==> src/hdl/mcfd_pkg.sv <==
// ----------------------------------------------------------------------------
// mcfd_pkg
// types and constants shared by the motor command frame decoder modules
// ----------------------------------------------------------------------------
package mcfd_pkg;

    // number of drive outputs on the result side
    localparam int unsigned NUM_MOTORS = 6;

    // field index codes
    localparam logic [2:0] FIELDS_MAX    = 3'd6;
    localparam logic [2:0] FIDX_TEXT_END = 3'd7;

    // magnitude saturation
    localparam logic [13:0] MAG_MAX = 14'd1023;

    // duty limit after reset
    localparam logic [7:0] DUTY_LIMIT_RESET = 8'd125;

    // characters
    localparam logic [7:0] CHAR_NUL   = 8'h00;
    localparam logic [7:0] CHAR_STAR  = 8'h2A;
    localparam logic [7:0] CHAR_COMMA = 8'h2C;
    localparam logic [7:0] CHAR_PLUS  = 8'h2B;
    localparam logic [7:0] CHAR_MINUS = 8'h2D;
    localparam logic [7:0] CHAR_SPACE = 8'h20;
    localparam logic [7:0] CHAR_TAB   = 8'h09;
    localparam logic [7:0] CHAR_CR    = 8'h0D;
    localparam logic [7:0] CHAR_ZERO  = 8'h30;
    localparam logic [7:0] CHAR_NINE  = 8'h39;

    // direction codes
    localparam logic [1:0] DIR_STOP = 2'd0;
    localparam logic [1:0] DIR_FWD  = 2'd1;
    localparam logic [1:0] DIR_REV  = 2'd2;

    // parse phase of the current field
    typedef enum logic [1:0] {
        PH_IDLE = 2'd0,
        PH_OPEN = 2'd1,
        PH_NUM  = 2'd2,
        PH_DONE = 2'd3
    } t_phase;

    // one parsed field value, sign and magnitude
    typedef struct packed {
        logic       neg;
        logic [9:0] mag;
    } t_field;

    // frame queue status
    typedef struct packed {
        logic full;
        logic empty;
    } t_qstat;

endpackage

==> src/hdl/mcfd_front.sv <==
// ----------------------------------------------------------------------------
// mcfd_front
// character parser: builds field values and hands closed frames to the queue
// ----------------------------------------------------------------------------
module mcfd_front
    import mcfd_pkg::*;
#(
    parameter int unsigned FRAME_CHARS = 30,
    parameter int unsigned MOTOR_COUNT = 6
) (
    input  logic                         i_clk,
    input  logic                         i_rst_n,
    input  logic                         i_push,
    input  logic [7:0]                   i_rx_byte,
    input  t_qstat                       i_qstat,
    output logic                         o_q_wr,
    output t_field [MOTOR_COUNT-1:0]     o_frame
);

    localparam int unsigned CW = $clog2(FRAME_CHARS);
    localparam logic [CW-1:0] CHAR_LAST = CW'(FRAME_CHARS - 1);

    logic [2:0]               r_field_idx, n_field_idx;
    logic [9:0]               r_mag, n_mag;
    logic                     r_neg, n_neg;
    t_phase                   r_phase, n_phase;
    logic [CW-1:0]            r_char_count, n_char_count;
    t_field [MOTOR_COUNT-1:0] r_vals, n_vals;

    logic                     w_accept;
    logic                     w_close;
    logic                     w_space;
    logic                     w_digit;
    logic                     w_sign;
    logic [13:0]              w_acc;
    logic [9:0]               w_acc_sat;
    t_phase                   w_eff_phase;
    t_field [MOTOR_COUNT-1:0] w_commit;

    assign w_accept = i_push & ~i_qstat.full;
    assign w_close  = (i_rx_byte == CHAR_STAR) || (r_char_count == CHAR_LAST);

    assign w_space = (i_rx_byte == CHAR_SPACE) || (i_rx_byte inside {[CHAR_TAB:CHAR_CR]});
    assign w_digit = i_rx_byte inside {[CHAR_ZERO:CHAR_NINE]};
    assign w_sign  = (i_rx_byte == CHAR_PLUS) || (i_rx_byte == CHAR_MINUS);

    // acc * 10 + digit, then saturate
    assign w_acc = (14'(r_mag) << 3) + (14'(r_mag) << 1) + 14'(i_rx_byte - CHAR_ZERO);
    assign w_acc_sat = (w_acc > MAG_MAX) ? 10'(MAG_MAX) : w_acc[9:0];

    // a new field opens on its first character
    assign w_eff_phase = (r_phase == PH_IDLE) ? PH_OPEN : r_phase;

    // values with the open field written in
    always_comb begin
        w_commit = r_vals;
        for (int i = 0; i < MOTOR_COUNT; i++) begin
            if (r_phase != PH_IDLE && r_field_idx == 3'(i)) begin
                w_commit[i].neg = r_neg;
                w_commit[i].mag = r_mag;
            end
        end
    end

    // next state
    always_comb begin
        n_field_idx  = r_field_idx;
        n_mag        = r_mag;
        n_neg        = r_neg;
        n_phase      = r_phase;
        n_char_count = r_char_count;
        n_vals       = r_vals;
        if (w_accept) begin
            if (w_close) begin
                n_field_idx  = '0;
                n_mag        = '0;
                n_neg        = 1'b0;
                n_phase      = PH_IDLE;
                n_char_count = '0;
                n_vals       = '0;
            end else begin
                n_char_count = r_char_count + CW'(1);
                if (r_field_idx != FIDX_TEXT_END) begin
                    if (i_rx_byte == CHAR_NUL || i_rx_byte == CHAR_COMMA) begin
                        n_vals  = w_commit;
                        n_phase = PH_IDLE;
                        n_mag   = '0;
                        n_neg   = 1'b0;
                        if (i_rx_byte == CHAR_NUL) begin
                            n_field_idx = FIDX_TEXT_END;
                        end else if (r_phase != PH_IDLE && r_field_idx < FIELDS_MAX) begin
                            n_field_idx = r_field_idx + 3'd1;
                        end
                    end else begin
                        case (w_eff_phase)
                            PH_OPEN: begin
                                if (w_space) begin
                                    n_phase = PH_OPEN;
                                end else if (w_sign) begin
                                    n_neg   = (i_rx_byte == CHAR_MINUS);
                                    n_phase = PH_NUM;
                                end else if (w_digit) begin
                                    n_mag   = w_acc_sat;
                                    n_phase = PH_NUM;
                                end else begin
                                    n_phase = PH_DONE;
                                end
                            end
                            PH_NUM: begin
                                if (w_digit) begin
                                    n_mag = w_acc_sat;
                                end else begin
                                    n_phase = PH_DONE;
                                end
                            end
                            PH_DONE: begin
                                n_phase = PH_DONE;
                            end
                            default: begin
                                n_phase = PH_IDLE;
                            end
                        endcase
                    end
                end
            end
        end
    end

    // outputs
    always_comb begin
        o_q_wr  = w_accept & w_close;
        o_frame = w_commit;
    end

    always_ff @(posedge i_clk) begin
        if (!i_rst_n) begin
            r_field_idx  <= '0;
            r_mag        <= '0;
            r_neg        <= 1'b0;
            r_phase      <= PH_IDLE;
            r_char_count <= '0;
            r_vals       <= '0;
        end else begin
            r_field_idx  <= n_field_idx;
            r_mag        <= n_mag;
            r_neg        <= n_neg;
            r_phase      <= n_phase;
            r_char_count <= n_char_count;
            r_vals       <= n_vals;
        end
    end

endmodule

==> src/hdl/mcfd_queue.sv <==
// ----------------------------------------------------------------------------
// mcfd_queue
// two-entry queue of closed frames between parser and drive stage
// ----------------------------------------------------------------------------
module mcfd_queue
    import mcfd_pkg::*;
#(
    parameter int unsigned MOTOR_COUNT = 6
) (
    input  logic                     i_clk,
    input  logic                     i_rst_n,
    input  logic                     i_wr,
    input  t_field [MOTOR_COUNT-1:0] i_wr_data,
    input  logic                     i_rd,
    output t_field [MOTOR_COUNT-1:0] o_rd_data,
    output t_qstat                   o_qstat
);

    localparam int unsigned DEPTH = 2;

    t_field [MOTOR_COUNT-1:0] r_mem [DEPTH];
    logic                     r_wr_ptr;
    logic                     r_rd_ptr;
    logic [1:0]               r_count;

    logic w_wr;
    logic w_rd;

    assign o_qstat.full  = (r_count == 2'(DEPTH));
    assign o_qstat.empty = (r_count == 2'd0);
    assign w_wr = i_wr & ~o_qstat.full;
    assign w_rd = i_rd & ~o_qstat.empty;
    assign o_rd_data = r_mem[r_rd_ptr];

    always_ff @(posedge i_clk) begin
        if (w_wr) begin
            r_mem[r_wr_ptr] <= i_wr_data;
        end
    end

    always_ff @(posedge i_clk) begin
        if (!i_rst_n) begin
            r_wr_ptr <= 1'b0;
            r_rd_ptr <= 1'b0;
            r_count  <= '0;
        end else begin
            if (w_wr) begin
                r_wr_ptr <= ~r_wr_ptr;
            end
            if (w_rd) begin
                r_rd_ptr <= ~r_rd_ptr;
            end
            r_count <= r_count + {1'b0, w_wr} - {1'b0, w_rd};
        end
    end

endmodule

==> src/hdl/mcfd_back.sv <==
// ----------------------------------------------------------------------------
// mcfd_back
// drive stage: clamps each value to the duty limit and holds the result
// ----------------------------------------------------------------------------
module mcfd_back
    import mcfd_pkg::*;
#(
    parameter int unsigned MOTOR_COUNT = 6
) (
    input  logic                             i_clk,
    input  logic                             i_rst_n,
    input  logic                             i_cfg_wr_en,
    input  logic [7:0]                       i_cfg_wr_data,
    input  t_qstat                           i_qstat,
    input  t_field [MOTOR_COUNT-1:0]         i_frame,
    output logic                             o_q_rd,
    input  logic                             i_pop,
    output logic                             o_empty,
    output logic [NUM_MOTORS-1:0][7:0]       o_duty,
    output logic [NUM_MOTORS-1:0][1:0]       o_dir
);

    logic [7:0]                 r_duty_limit;
    logic                       r_valid;
    logic [NUM_MOTORS-1:0][7:0] r_duty;
    logic [NUM_MOTORS-1:0][1:0] r_dir;

    logic [NUM_MOTORS-1:0][7:0] w_duty;
    logic [NUM_MOTORS-1:0][1:0] w_dir;
    logic                       w_load;

    for (genvar g = 0; g < NUM_MOTORS; g++) begin : g_motor
        if (g < MOTOR_COUNT) begin : g_used
            assign w_duty[g] = (i_frame[g].mag > {2'b00, r_duty_limit}) ? r_duty_limit
                                                                       : i_frame[g].mag[7:0];
            assign w_dir[g]  = (i_frame[g].mag == '0) ? DIR_STOP
                             : (i_frame[g].neg ? DIR_REV : DIR_FWD);
        end else begin : g_unused
            assign w_duty[g] = '0;
            assign w_dir[g]  = DIR_STOP;
        end
    end

    // load when the holding register is free or being emptied
    assign w_load  = ~i_qstat.empty & (~r_valid | i_pop);
    assign o_q_rd  = w_load;
    assign o_empty = ~r_valid;
    assign o_duty  = r_duty;
    assign o_dir   = r_dir;

    always_ff @(posedge i_clk) begin
        if (w_load) begin
            r_duty <= w_duty;
            r_dir  <= w_dir;
        end
    end

    always_ff @(posedge i_clk) begin
        if (!i_rst_n) begin
            r_duty_limit <= DUTY_LIMIT_RESET;
            r_valid      <= 1'b0;
        end else begin
            if (i_cfg_wr_en) begin
                r_duty_limit <= i_cfg_wr_data;
            end
            if (w_load) begin
                r_valid <= 1'b1;
            end else if (i_pop) begin
                r_valid <= 1'b0;
            end
        end
    end

endmodule

==> src/hdl/motor_command_frame_decoder.sv <==
// ----------------------------------------------------------------------------
// motor_command_frame_decoder
// decodes text frames of six signed decimals into six h-bridge drives
// ----------------------------------------------------------------------------
// bytes of a frame such as "-40,120, 0,+7,,300*" are pushed one per cycle
// while full is low; each '*' (or a frame reaching FRAME_CHARS-1 stored
// characters, whose next byte is dropped) closes the frame and yields one
// result: per motor a duty min(|value|, duty_limit) and a direction (0 stop,
// 1 forward, 2 reverse). fields parse like atoi, empty fields are skipped,
// magnitudes saturate at 1023 and missing fields read as zero. a result
// passes through the frame queue, which takes it when its closing byte is
// transferred, and then the output register, which loads it once free or
// being popped. full rises only while the two-entry frame queue holds two
// frames behind a result that has not been popped.
// ----------------------------------------------------------------------------
module motor_command_frame_decoder
    import mcfd_pkg::*;
#(
    parameter int unsigned FRAME_CHARS = 30,
    parameter int unsigned MOTOR_COUNT = 6
) (
    input  logic       i_clk,
    input  logic       i_rst_n,
    // configuration: duty limit
    input  logic       i_cfg_wr_en,
    input  logic [7:0] i_cfg_wr_data,
    // input queue side
    input  logic       push,
    output logic       full,
    input  logic [7:0] i_rx_byte,
    // result queue side
    output logic       empty,
    input  logic       pop,
    output logic [7:0] o_duty_left_front,
    output logic [7:0] o_duty_left_middle,
    output logic [7:0] o_duty_left_rear,
    output logic [7:0] o_duty_right_front,
    output logic [7:0] o_duty_right_middle,
    output logic [7:0] o_duty_right_rear,
    output logic [1:0] o_dir_left_front,
    output logic [1:0] o_dir_left_middle,
    output logic [1:0] o_dir_left_rear,
    output logic [1:0] o_dir_right_front,
    output logic [1:0] o_dir_right_middle,
    output logic [1:0] o_dir_right_rear
);

    t_qstat                     w_qstat;
    logic                       w_q_wr;
    logic                       w_q_rd;
    t_field [MOTOR_COUNT-1:0]   w_wr_frame;
    t_field [MOTOR_COUNT-1:0]   w_rd_frame;
    logic [NUM_MOTORS-1:0][7:0] w_duty;
    logic [NUM_MOTORS-1:0][1:0] w_dir;

    // input side stalls only when the frame queue has no room
    assign full = w_qstat.full;

    // parser: one transfer per cycle while full is low, emits a frame on close
    mcfd_front #(
        .FRAME_CHARS (FRAME_CHARS),
        .MOTOR_COUNT (MOTOR_COUNT)
    ) u_front (
        .i_clk     (i_clk),
        .i_rst_n   (i_rst_n),
        .i_push    (push),
        .i_rx_byte (i_rx_byte),
        .i_qstat   (w_qstat),
        .o_q_wr    (w_q_wr),
        .o_frame   (w_wr_frame)
    );

    // decouples parser from the result side
    mcfd_queue #(
        .MOTOR_COUNT (MOTOR_COUNT)
    ) u_queue (
        .i_clk     (i_clk),
        .i_rst_n   (i_rst_n),
        .i_wr      (w_q_wr),
        .i_wr_data (w_wr_frame),
        .i_rd      (w_q_rd),
        .o_rd_data (w_rd_frame),
        .o_qstat   (w_qstat)
    );

    // clamp, direction and output register
    mcfd_back #(
        .MOTOR_COUNT (MOTOR_COUNT)
    ) u_back (
        .i_clk         (i_clk),
        .i_rst_n       (i_rst_n),
        .i_cfg_wr_en   (i_cfg_wr_en),
        .i_cfg_wr_data (i_cfg_wr_data),
        .i_qstat       (w_qstat),
        .i_frame       (w_rd_frame),
        .o_q_rd        (w_q_rd),
        .i_pop         (pop),
        .o_empty       (empty),
        .o_duty        (w_duty),
        .o_dir         (w_dir)
    );

    // motor order: left front, middle, rear, then right front, middle, rear
    assign o_duty_left_front   = w_duty[0];
    assign o_duty_left_middle  = w_duty[1];
    assign o_duty_left_rear    = w_duty[2];
    assign o_duty_right_front  = w_duty[3];
    assign o_duty_right_middle = w_duty[4];
    assign o_duty_right_rear   = w_duty[5];
    assign o_dir_left_front    = w_dir[0];
    assign o_dir_left_middle   = w_dir[1];
    assign o_dir_left_rear     = w_dir[2];
    assign o_dir_right_front   = w_dir[3];
    assign o_dir_right_middle  = w_dir[4];
    assign o_dir_right_rear    = w_dir[5];

endmodule
==> config.mk <==
export PLATFORM = sky130hd
export DESIGN_NAME = motor_command_frame_decoder
export DESIGN_NICKNAME = d
export VERILOG_FILES = /design/src/hdl/mcfd_pkg.sv /design/src/hdl/mcfd_front.sv /design/src/hdl/mcfd_queue.sv /design/src/hdl/mcfd_back.sv /design/src/hdl/motor_command_frame_decoder.sv
export SDC_FILE = /design/constraint.sdc
export NUM_CORES = 1
export LEC_CHECK = 0
export BUFFER_PORTS_ARGS = -buffer_cell sky130_fd_sc_hd__buf_2
export CAP_MARGIN = 20
export CORE_AREA = 2 2 196 198
export DETAILED_ROUTE_END_ITERATION = 8
export DIE_AREA = 0 0 198 200
export PLACE_DENSITY = 0.63
export SLEW_MARGIN = 20
export SYNTH_ARGS = -nofsm -noshare
export SYNTH_HDL_FRONTEND = slang
export SYNTH_SLANG_ARGS = --single-unit
==> constraint.sdc <==
create_clock -name i_clk -period 5.4 [get_ports i_clk]
set_input_delay 0 -clock i_clk [delete_from_list [all_inputs] [get_ports i_clk]]
set_output_delay 0 -clock i_clk [all_outputs]
set_load 0.005 [all_outputs]
==> results of run 1 <==
-- state kept, by name, summed over array words and instances, names as in the netlist, 2 cells and up, named ones only --
name and count:
u_front.r_mag 10, u_back.r_duty_limit 8, u_front.r_field_idx 3, u_front.r_phase 2
u_back.o_duty 48, u_queue.r_count 2, u_front.r_vals 66, u_queue.r_mem 132
u_front.r_char_count 5, u_back.o_dir 12
-- synth_stat cells (all sizes together) (13+ instances only) --
master / number
a21oi: 19
o21a: 26
nor2: 87
buf: 22
o21ai: 63
nor3: 37
a22o: 39
dfxtp: 101
inv: 83
mux2: 81
o211ai: 15
clkbuf: 48
nor2b: 46
a31oi: 26
nand2: 84
edfxtp: 192
ha: 76
a211oi: 27
and2: 13
mux2i: 57
nand4: 17
nand3: 32
-- routing by layer --
layer / global-route usage / vias to the layer above
li1: - / 4985
met1: 0.2473 / 4949
met2: 0.2799 / 265
met3: 0.02218 / 65
met4: 0.06433 / 0
met5: 0 / -
-- cells in the final DEF, fill, tap and decap left out, drive strengths merged, types with 15 or more instances in the layout --
| master | count |
|---|---|
| dlygate4sd3 | 26 |
| dfxtp | 101 |
| nor2 | 87 |
| clkbuf | 38 |
| mux2i | 57 |
| inv | 85 |
| buf | 103 |
| edfxtp | 192 |
| nand3 | 32 |
| a211oi | 27 |
| a31oi | 26 |
| o211ai | 15 |
| nor3 | 37 |
| nand2 | 84 |
| nand4 | 17 |
| o21a | 26 |
| ha | 76 |
| mux2 | 81 |
| o21ai | 63 |
| nor2b | 46 |
| a22o | 39 |
| a21oi | 19 |
-- cells by family (layout without fill, tap and decap cells) --
group,after synthesis,in the layout,share of synthesized area
compound gates,265,265,0.1277
xor+xnor,16,16,0.009498
fa+ha+maj,85,85,0.07667
buf+inv,154,270,0.04308
flops,293,293,0.5279
mux,138,138,0.1005
simple gates,344,344,0.1147
-- tightest hold or removal path, stage by stage --
cell,delay (ns)
sky130_fd_sc_hd__buf_2,0.07
sky130_fd_sc_hd__nor2b_1,0.12
sky130_fd_sc_hd__buf_4,0.23
sky130_fd_sc_hd__a211oi_1,0.10
-- how the worst min path moves through the flow --
stage	startpoint	endpoint	slack, ns	cells past startpoint
finish	push	u_front.r_char_count[1]$_SDFFE_PN0P_	0.03	4
global route	push	u_front.r_char_count[1]$_SDFFE_PN0P_	0.06	4
CTS	i_rx_byte[6]	u_front.r_field_idx[2]$_SDFFE_PN0P_	0.004	5
detailed placement	i_cfg_wr_data[0]	u_back.r_duty_limit[0]$_SDFFE_PN1P_	0.23	3
global placement	i_cfg_wr_data[6]	u_back.r_duty_limit[6]$_SDFFE_PN1P_	0.23	3
floorplan	i_cfg_wr_data[0]	u_back.r_duty_limit[0]$_SDFFE_PN1P_	0.13	2
-- area by class of cell --
class	instances	area (um^2)
fill	3399	20400
sequential	293	7791
multi-input combinational	848	6377
timing repair buffer	129	840.8
clock buffer	38	812.0
tap	511	639.4
inverter	83	311.5
clock inverter	20	231.5
-- report_power, final --
| part | internal, mW | switching, mW |
|---|---|---|
| logic | 0.461 | 0.599 |
| clock network | 1.30 | 0.860 |
| registers | 2.66 | 0.137 |
==> impl_table.tex, run 1 <==
\begin{tabular}{lr}
\hline
Metric & Value \\
\hline
\multicolumn{2}{l}{\textbf{Layout}} \\
\quad Post-route standard cell area excluding fillers & 17000 um\^{}2 \\
\quad Final \#Nets & 1492 \\
\quad Area growth from synthesis to layout & 15.26\% \\
\quad Layout cells sized above 1 & 0.1800 \\
\quad Ant. Diodes & 0 \\
\quad Post-Layout Cell Count & 1922 \\
\quad Final cell utilization of the core & 0.4547 \\
\multicolumn{2}{l}{\textbf{Worst setup path}} \\
\quad Maximum fanout along the worst path & 51 \\
\quad Critical path destination & u\_back.o\_duty[26]\$\_DFFE\_PP\_ \\
\quad Max incr delay on CP & 0.87 ns \\
\quad Worst reg-to-reg setup slack & 1.70 ns \\
\quad Cell occurring most often along the worst timing path & sky130\_fd\_sc\_hd\_\_o21a\_1 \\
\quad Number of stages on the worst setup path & 10 \\
\quad Highest-delay cell along the critical path & sky130\_fd\_sc\_hd\_\_dfxtp\_4 \\
\quad Kind of end point of the critical path & flip-flop \\
\quad Worst EP arrival & 4.09 ns \\
\quad Ordered list of cells on the worst path & buf\_4, mux2i\_1, inv\_1, ha\_1, o21a\_1, o21a\_1, o211ai\_1, a21boi\_1, nor2\_1, a211oi\_1 \\
\quad Data required time at the worst endpoint & 5.79 ns \\
\quad Kind of launch point of the worst setup path & flip-flop \\
\quad Family with the most delay on the worst path & compound AO/OA/AOI/OAI gates \\
\quad Crit path buf inv count & 2 \\
\quad Length in cells of the worst reg-to-reg path & 10 \\
\quad Class of the most critical setup path & reg -> reg \\
\quad Reg-to-Reg End & u\_back.o\_duty[26]\$\_DFFE\_PP\_ \\
\multicolumn{2}{l}{\textbf{Floorplanning}} \\
\quad \# IOs & 83 \\
\quad Count of standard-cell rows & 71 \\
\quad Core outline area & 37400 um\^{}2 \\
\quad Total Die Area & 39600 um\^{}2 \\
\quad Initial standard-cell utilization of the core & 0.3945 \\
\quad Die height & 200 um \\
\quad Die width & 198 um \\
\multicolumn{2}{l}{\textbf{Logic synthesis}} \\
\quad Cell types occupying the most area after synthesis & sky130\_fd\_sc\_hd\_\_edfxtp\_1 (39\%), sky130\_fd\_sc\_hd\_\_dfxtp\_1 (14\%), sky130\_fd\_sc\_hd\_\_ha\_1 (6.4\%) \\
\quad Ys Warns & 0 \\
\quad Ys flop type & sky130\_fd\_sc\_hd\_\_edfxtp\_1 \\
\quad Largest area contributor in the synthesized netlist & sky130\_fd\_sc\_hd\_\_edfxtp\_1 \\
\quad Number of flops mapped to enable cells by yosys & 192 \\
\quad Post-synthesis sequential area ratio & 0.5279 \\
\quad Cell Area, Synth & 14750 um\^{}2 \\
\quad Synthesized flop and latch total & 293 \\
\quad Cell variety after synth & 65 \\
\quad Fraction of registers with async set or reset after synthesis & 0 \\
\quad Synth Instances & 1295 \\
\quad Average cell area after synthesis & 11.39 um\^{}2 \\
\quad Syn nets & 1401 \\
\quad Yosys top cell area share & 0.3908 \\
\multicolumn{2}{l}{\textbf{STA}} \\
\quad Final max-slew violation count & 0 \\
\quad PnR worst setup slack & 1.697 ns \\
\quad Maximum frequency from static timing analysis & 270.0 MHz \\
\quad Final setup viols & 0 \\
\quad Final critical-path share of the clock period & 0.6858 \\
\quad Total Neg Setup Slack & 0 ns \\
\quad Actual slew at the worst max-slew pin & 1.071 ns \\
\quad Unrepaired setup endpoints after global routing & no \\
\quad Count of endpoints failing hold in the final timing report & 0 \\
\quad Worst hold margin & 0.02881 ns \\
\quad Slew HR & 0.2848 \\
\quad Post-route clock skew & 0.03316 ns \\
\quad Final Critical Period & 3.703 ns \\
\multicolumn{2}{l}{\textbf{Clock tree}} \\
\quad Clock tree buffer depth & 3 \\
\quad Cts repair resizes & 0 \\
\quad Worst-Skew Late Latency & 0.57 ns \\
\quad Clock root buffer master & sky130\_fd\_sc\_hd\_\_clkbuf\_16 \\
\quad Post-CTS Repair Setup Buffers & 0 \\
\quad Clock-pin transition on the worst setup and hold timing paths & 0.06 ns \\
\quad Number of hold buffers added after CTS & 26 \\
\quad Number of levels the H-tree was split into & 1 \\
\quad Clock tree from TritonCTS & yes \\
\quad TritonCTS sink count & 293 \\
\quad Inserted Clock Buffers & 31 \\
\multicolumn{2}{l}{\textbf{Detailed routing}} \\
\quad Wire length on met3 & 1562 um \\
\quad Final ANT Viol Nets & 0 \\
\quad Top routing layer used & met4 \\
\quad Post-detailed-route wirelength per cell & 17.94 um \\
\quad Number of DRC violations after detailed routing & 0 \\
\quad Initial DRC Count & 750 \\
\quad Number of vias in the routed layout & 10260 \\
\quad M1 wire length & 16320 um \\
\quad Post-DR vias/cell & 5.340 \\
\quad Met2 WL & 15440 um \\
\quad Final wirelength & 34480 um \\
\quad DR pass1 iterations & 5 \\
\multicolumn{2}{l}{\textbf{Placement}} \\
\quad Worst-case setup slack after placement & 1.703 ns \\
\quad DP Area & 15700 um\^{}2 \\
\quad HPWL reported at the end of detailed placement & 22990 um \\
\quad Placed instance count & 1838 \\
\quad Count of buffers from port buffering & 82 \\
\quad RD Place Congestion & 0.8533 \\
\multicolumn{2}{l}{\textbf{Run}} \\
\quad Max-capacitance violation count & 0 \\
\multicolumn{2}{l}{\textbf{Worst hold path}} \\
\quad Kind of path behind the tightest hold check & in -> reg \\
\multicolumn{2}{l}{\textbf{Power and ir drop}} \\
\quad IR Drop Worst-Case VDD & 0.0003403 V \\
\quad Overall power & 6.022 mW \\
\quad Power density cells & 354.2 nW/um\^{}2 \\
\quad Standby leakage power & 6.809 nW \\
\multicolumn{2}{l}{\textbf{Global route}} \\
\quad Largest net degree at the start of global routing & 63 \\
\quad Vias in the first global route & 9971 \\
\quad First-pass GRT wire length & 54900 um \\
\quad Residual overflow from global routing & 0 \\
\quad GR Util All Layers & 0.1759 \\
\quad Initial antenna violation count & 0 \\
\multicolumn{2}{l}{\textbf{Outcome}} \\
\quad Result of the run & complete, no violations \\
\hline
\end{tabular}
Note: power is estimated with default switching activity, not from simulation.
==> run 2: changes to the inputs <==
Settings changed: PLACE_DENSITY 0.63 to 0.65.
Clock period 5.4 ns to 3.18 ns, I/O delays scaled along.
==> run 2 against run 1 <==
Register-to-register slack lost 1.6 ns. Non-clock buffer count grew 64. Flip-flop and latch count is the same. Combinational power grew 91%. Clock power grew 72%. Critical path depth is the same. Sequential share of layout area shrank 1.5 points. Die area is the same. Sequential power grew 66%. Highest routed layer unchanged.
==> impl_table.tex, run 2 (synthesis results as in run 1) <==
\begin{tabular}{lr}
\hline
Metric & Value \\
\hline
\multicolumn{2}{l}{\textbf{Clock tree}} \\
\quad Number of levels the H-tree was split into & 1 (unchanged) \\
\quad Worst-Skew Late Latency & 0.58 ns (was 0.57 ns) \\
\quad TritonCTS sink count & 293 (unchanged) \\
\quad Inserted Clock Buffers & 31 (unchanged) \\
\quad Clock root buffer master & sky130\_fd\_sc\_hd\_\_clkbuf\_16 (unchanged) \\
\quad Clock tree from TritonCTS & yes (unchanged) \\
\quad Clock-pin transition on the worst setup and hold timing paths & 0.06 ns (about the same) \\
\quad Clock tree buffer depth & 3 (unchanged) \\
\multicolumn{2}{l}{\textbf{Layout}} \\
\quad Final \#Nets & 1557 (was 1492) \\
\quad Register with the most flip-flops & u\_queue.r\_mem (unchanged) \\
\quad Commonest cells after routing, fill and taps aside & sky130\_fd\_sc\_hd\_\_edfxtp\_1 (192), sky130\_fd\_sc\_hd\_\_dfxtp\_1 (100), sky130\_fd\_sc\_hd\_\_nand2\_1 (84) (unchanged) \\
\quad Ant. Diodes & 0 (unchanged) \\
\quad Post-route standard cell area excluding fillers & 17600 um\^{}2 (was 17000 um\^{}2) \\
\quad Final cell utilization of the core & 0.4705 (was 0.4547) \\
\quad Layout cells sized above 1 & 0.2209 (was 0.1800) \\
\quad Area growth from synthesis to layout & 19.29\% (was 15.26\%) \\
\quad Number of flip-flops in the largest register & 132 (unchanged) \\
\quad Most frequent standard cell in the layout excluding fill and tap cells & sky130\_fd\_sc\_hd\_\_edfxtp\_1 (unchanged) \\
\multicolumn{2}{l}{\textbf{Worst setup path}} \\
\quad Class of the most critical setup path & reg -> reg (unchanged) \\
\quad Worst EP arrival & 3.49 ns (was 4.09 ns) \\
\quad Maximum fanout along the worst path & 5 (was 51) \\
\quad Kind of end point of the critical path & flip-flop (unchanged) \\
\quad Worst reg-to-reg setup slack & 0.14 ns (was 1.70 ns) \\
\quad Kind of launch point of the worst setup path & flip-flop (unchanged) \\
\quad Data required time at the worst endpoint & 3.63 ns (was 5.79 ns) \\
\multicolumn{2}{l}{\textbf{Floorplanning}} \\
\quad Die width & 198 um (unchanged) \\
\quad Total Die Area & 39600 um\^{}2 (unchanged) \\
\quad Die height & 200 um (unchanged) \\
\quad \# IOs & 83 (unchanged) \\
\quad Initial standard-cell utilization of the core & 0.3945 (unchanged) \\
\quad Count of standard-cell rows & 71 (unchanged) \\
\quad Core outline area & 37400 um\^{}2 (unchanged) \\
\multicolumn{2}{l}{\textbf{Global route}} \\
\quad Initial antenna violation count & 0 (unchanged) \\
\quad Residual overflow from global routing & 0 (unchanged) \\
\quad Vias in the first global route & 10220 (was 9971) \\
\quad GR Util All Layers & 0.1787 (was 0.1759) \\
\quad Largest net degree at the start of global routing & 67 (was 63) \\
\quad First-pass GRT wire length & 55590 um (was 54900 um) \\
\multicolumn{2}{l}{\textbf{STA}} \\
\quad Final Critical Period & 3.040 ns (was 3.703 ns) \\
\quad Post-route clock skew & 0.01784 ns (was 0.03316 ns) \\
\quad Actual slew at the worst max-slew pin & 1.058 ns (was 1.071 ns) \\
\quad Final setup viols & 0 (unchanged) \\
\quad Maximum frequency from static timing analysis & 328.9 MHz (was 270.0 MHz) \\
\quad Final critical-path share of the clock period & 0.9561 (was 0.6858) \\
\quad Slew HR & 0.2903 (was 0.2848) \\
\quad Unrepaired setup endpoints after global routing & no (unchanged) \\
\quad Count of endpoints failing hold in the final timing report & 0 (unchanged) \\
\quad Worst hold margin & 0.01666 ns (was 0.02881 ns) \\
\quad Final max-slew violation count & 0 (unchanged) \\
\multicolumn{2}{l}{\textbf{Detailed routing}} \\
\quad Final wirelength & 35280 um (was 34480 um) \\
\quad Number of vias in the routed layout & 10530 (was 10260) \\
\quad Initial DRC Count & 648 (was 750) \\
\quad Final ANT Viol Nets & 0 (unchanged) \\
\quad Post-detailed-route wirelength per cell & 17.76 um (was 17.94 um) \\
\quad Post-DR vias/cell & 5.298 (was 5.340) \\
\quad DR pass1 iterations & 7 (was 5) \\
\quad Number of DRC violations after detailed routing & 0 (unchanged) \\
\multicolumn{2}{l}{\textbf{Power and ir drop}} \\
\quad Internal power of the cells & 7.604 mW (was 4.426 mW) \\
\quad Switching share of power & 0.2683 (was 0.2650) \\
\quad Switch Pwr & 2.788 mW (was 1.596 mW) \\
\quad Fraction of power consumed by combinational cells & 0.194 (was 0.176) \\
\quad IR Drop Worst-Case VDD & 0.0004242 V (was 0.0003403 V) \\
\quad Clk pwr share & 0.358 (was 0.359) \\
\quad Power density cells & 590.5 nW/um\^{}2 (was 354.2 nW/um\^{}2) \\
\quad Proportion of power drawn by flip-flops and latches & 0.448 (was 0.465) \\
\quad Standby leakage power & 7.137 nW (was 6.809 nW) \\
\multicolumn{2}{l}{\textbf{Run}} \\
\quad Max-capacitance violation count & 0 (unchanged) \\
\multicolumn{2}{l}{\textbf{Placement}} \\
\quad Count of buffers from port buffering & 82 (unchanged) \\
\quad RD Place Congestion & 0.8307 (was 0.8533) \\
\quad HPWL reported at the end of detailed placement & 23950 um (was 22990 um) \\
\quad DP Area & 16200 um\^{}2 (was 15700 um\^{}2) \\
\multicolumn{2}{l}{\textbf{Outcome}} \\
\quad Result of the run & complete, no violations (unchanged) \\
\multicolumn{2}{l}{\textbf{Worst hold path}} \\
\quad Kind of path behind the tightest hold check & in -> reg (unchanged) \\
\hline
\end{tabular}
## run 2: cell count changes in the layout (fill, tap and decap cells not counted), moves of 4 or more
cell                       delta
sky130_fd_sc_hd__clkinv_1     -5
sky130_fd_sc_hd__clkbuf_8     +4
sky130_fd_sc_hd__buf_12       +4
sky130_fd_sc_hd__buf_4       +57
## run 2: power groups by stage
stage	Clock, mW	Combinational, mW	Sequential (mW)
2_1_floorplan	0	1.15	4.76
3_3_place_gp	0	1.91	4.76
3_5_place_dp	0	1.95	4.76
4_1_cts	3.79	1.99	4.68
5_1_grt	3.93	2.25	4.70
6_report	3.72	2.02	4.66
## run 2: final timing paths
path | start | endpoint | cells after the start
worst max-delay path | u_front.r_mag[0]$_SDFFE_PN0P_ | u_front.r_mag[8]$_SDFFE_PN0P_ | 10
worst min-delay path | i_rx_byte[7] | u_front.r_field_idx[2]$_SDFFE_PN0P_ | 5
worst max register to register | u_front.r_mag[0]$_SDFFE_PN0P_ | u_front.r_mag[8]$_SDFFE_PN0P_ | 10
worst min register to register | u_front.r_vals[19]$_SDFFE_PN0P_ | u_front.r_vals[19]$_SDFFE_PN0P_ | 1
## run 2: final cells by class
class | count | area [um^2]
clock buffers | 45 | 899.6
clock inverters | 13 | 155.1
fillers | 3348 | 19800
inverters | 83 | 311.5
multi-input cells | 849 | 6421
flip-flops and latches | 293 | 7791
well taps | 511 | 639.4
repair buffers | 193 | 1380
## run 2: worst max-delay path, stage by stage (launching register included)
cell	delay, ns
sky130_fd_sc_hd__dfxtp_1	0.36
sky130_fd_sc_hd__fa_1	0.55
sky130_fd_sc_hd__inv_1	0.07
sky130_fd_sc_hd__fa_1	0.46
sky130_fd_sc_hd__inv_1	0.09
sky130_fd_sc_hd__a21oi_2	0.09
sky130_fd_sc_hd__o221a_2	0.27
sky130_fd_sc_hd__o21ai_0	0.31
sky130_fd_sc_hd__nand4bb_4	0.16
sky130_fd_sc_hd__a22o_2	0.31
sky130_fd_sc_hd__a221o_1	0.26
## run 2: metrics by stage
stage / cells / setup WS (ns) / total power, mW / TNS [ns]
2_1_floorplan: 1295 / 0.01258 / 5.911 / 0
3_3_place_gp: 1899 / -0.04046 / 6.669 / -0.3810
3_5_place_dp: 1899 / -0.1519 / 6.715 / -1.522
4_1_cts: 1985 / 0.03733 / 10.46 / 0
5_1_grt: 1987 / 0.001500 / 10.88 / 0
6_report: 1987 / 0.1397 / 10.39 / 0
## run 2: timing repair
action / 4_1_cts / 5_1_grt
resized for setup: 2 / 5
pin swaps: 0 / 3
hold buffers: 28 / 0
buffers inserted: 0 / 1
endpoints found under the hold margin: 27 / 0
cloned: 0 / 1
endpoints found under the setup margin: 7 / 34
## run 2: routing by layer
metal	track usage	part of all wire
met1	0.2435	0.46
met2	0.2960	0.47
met3	0.02403	0.049
met4	0.05737	0.028
met5	0	0
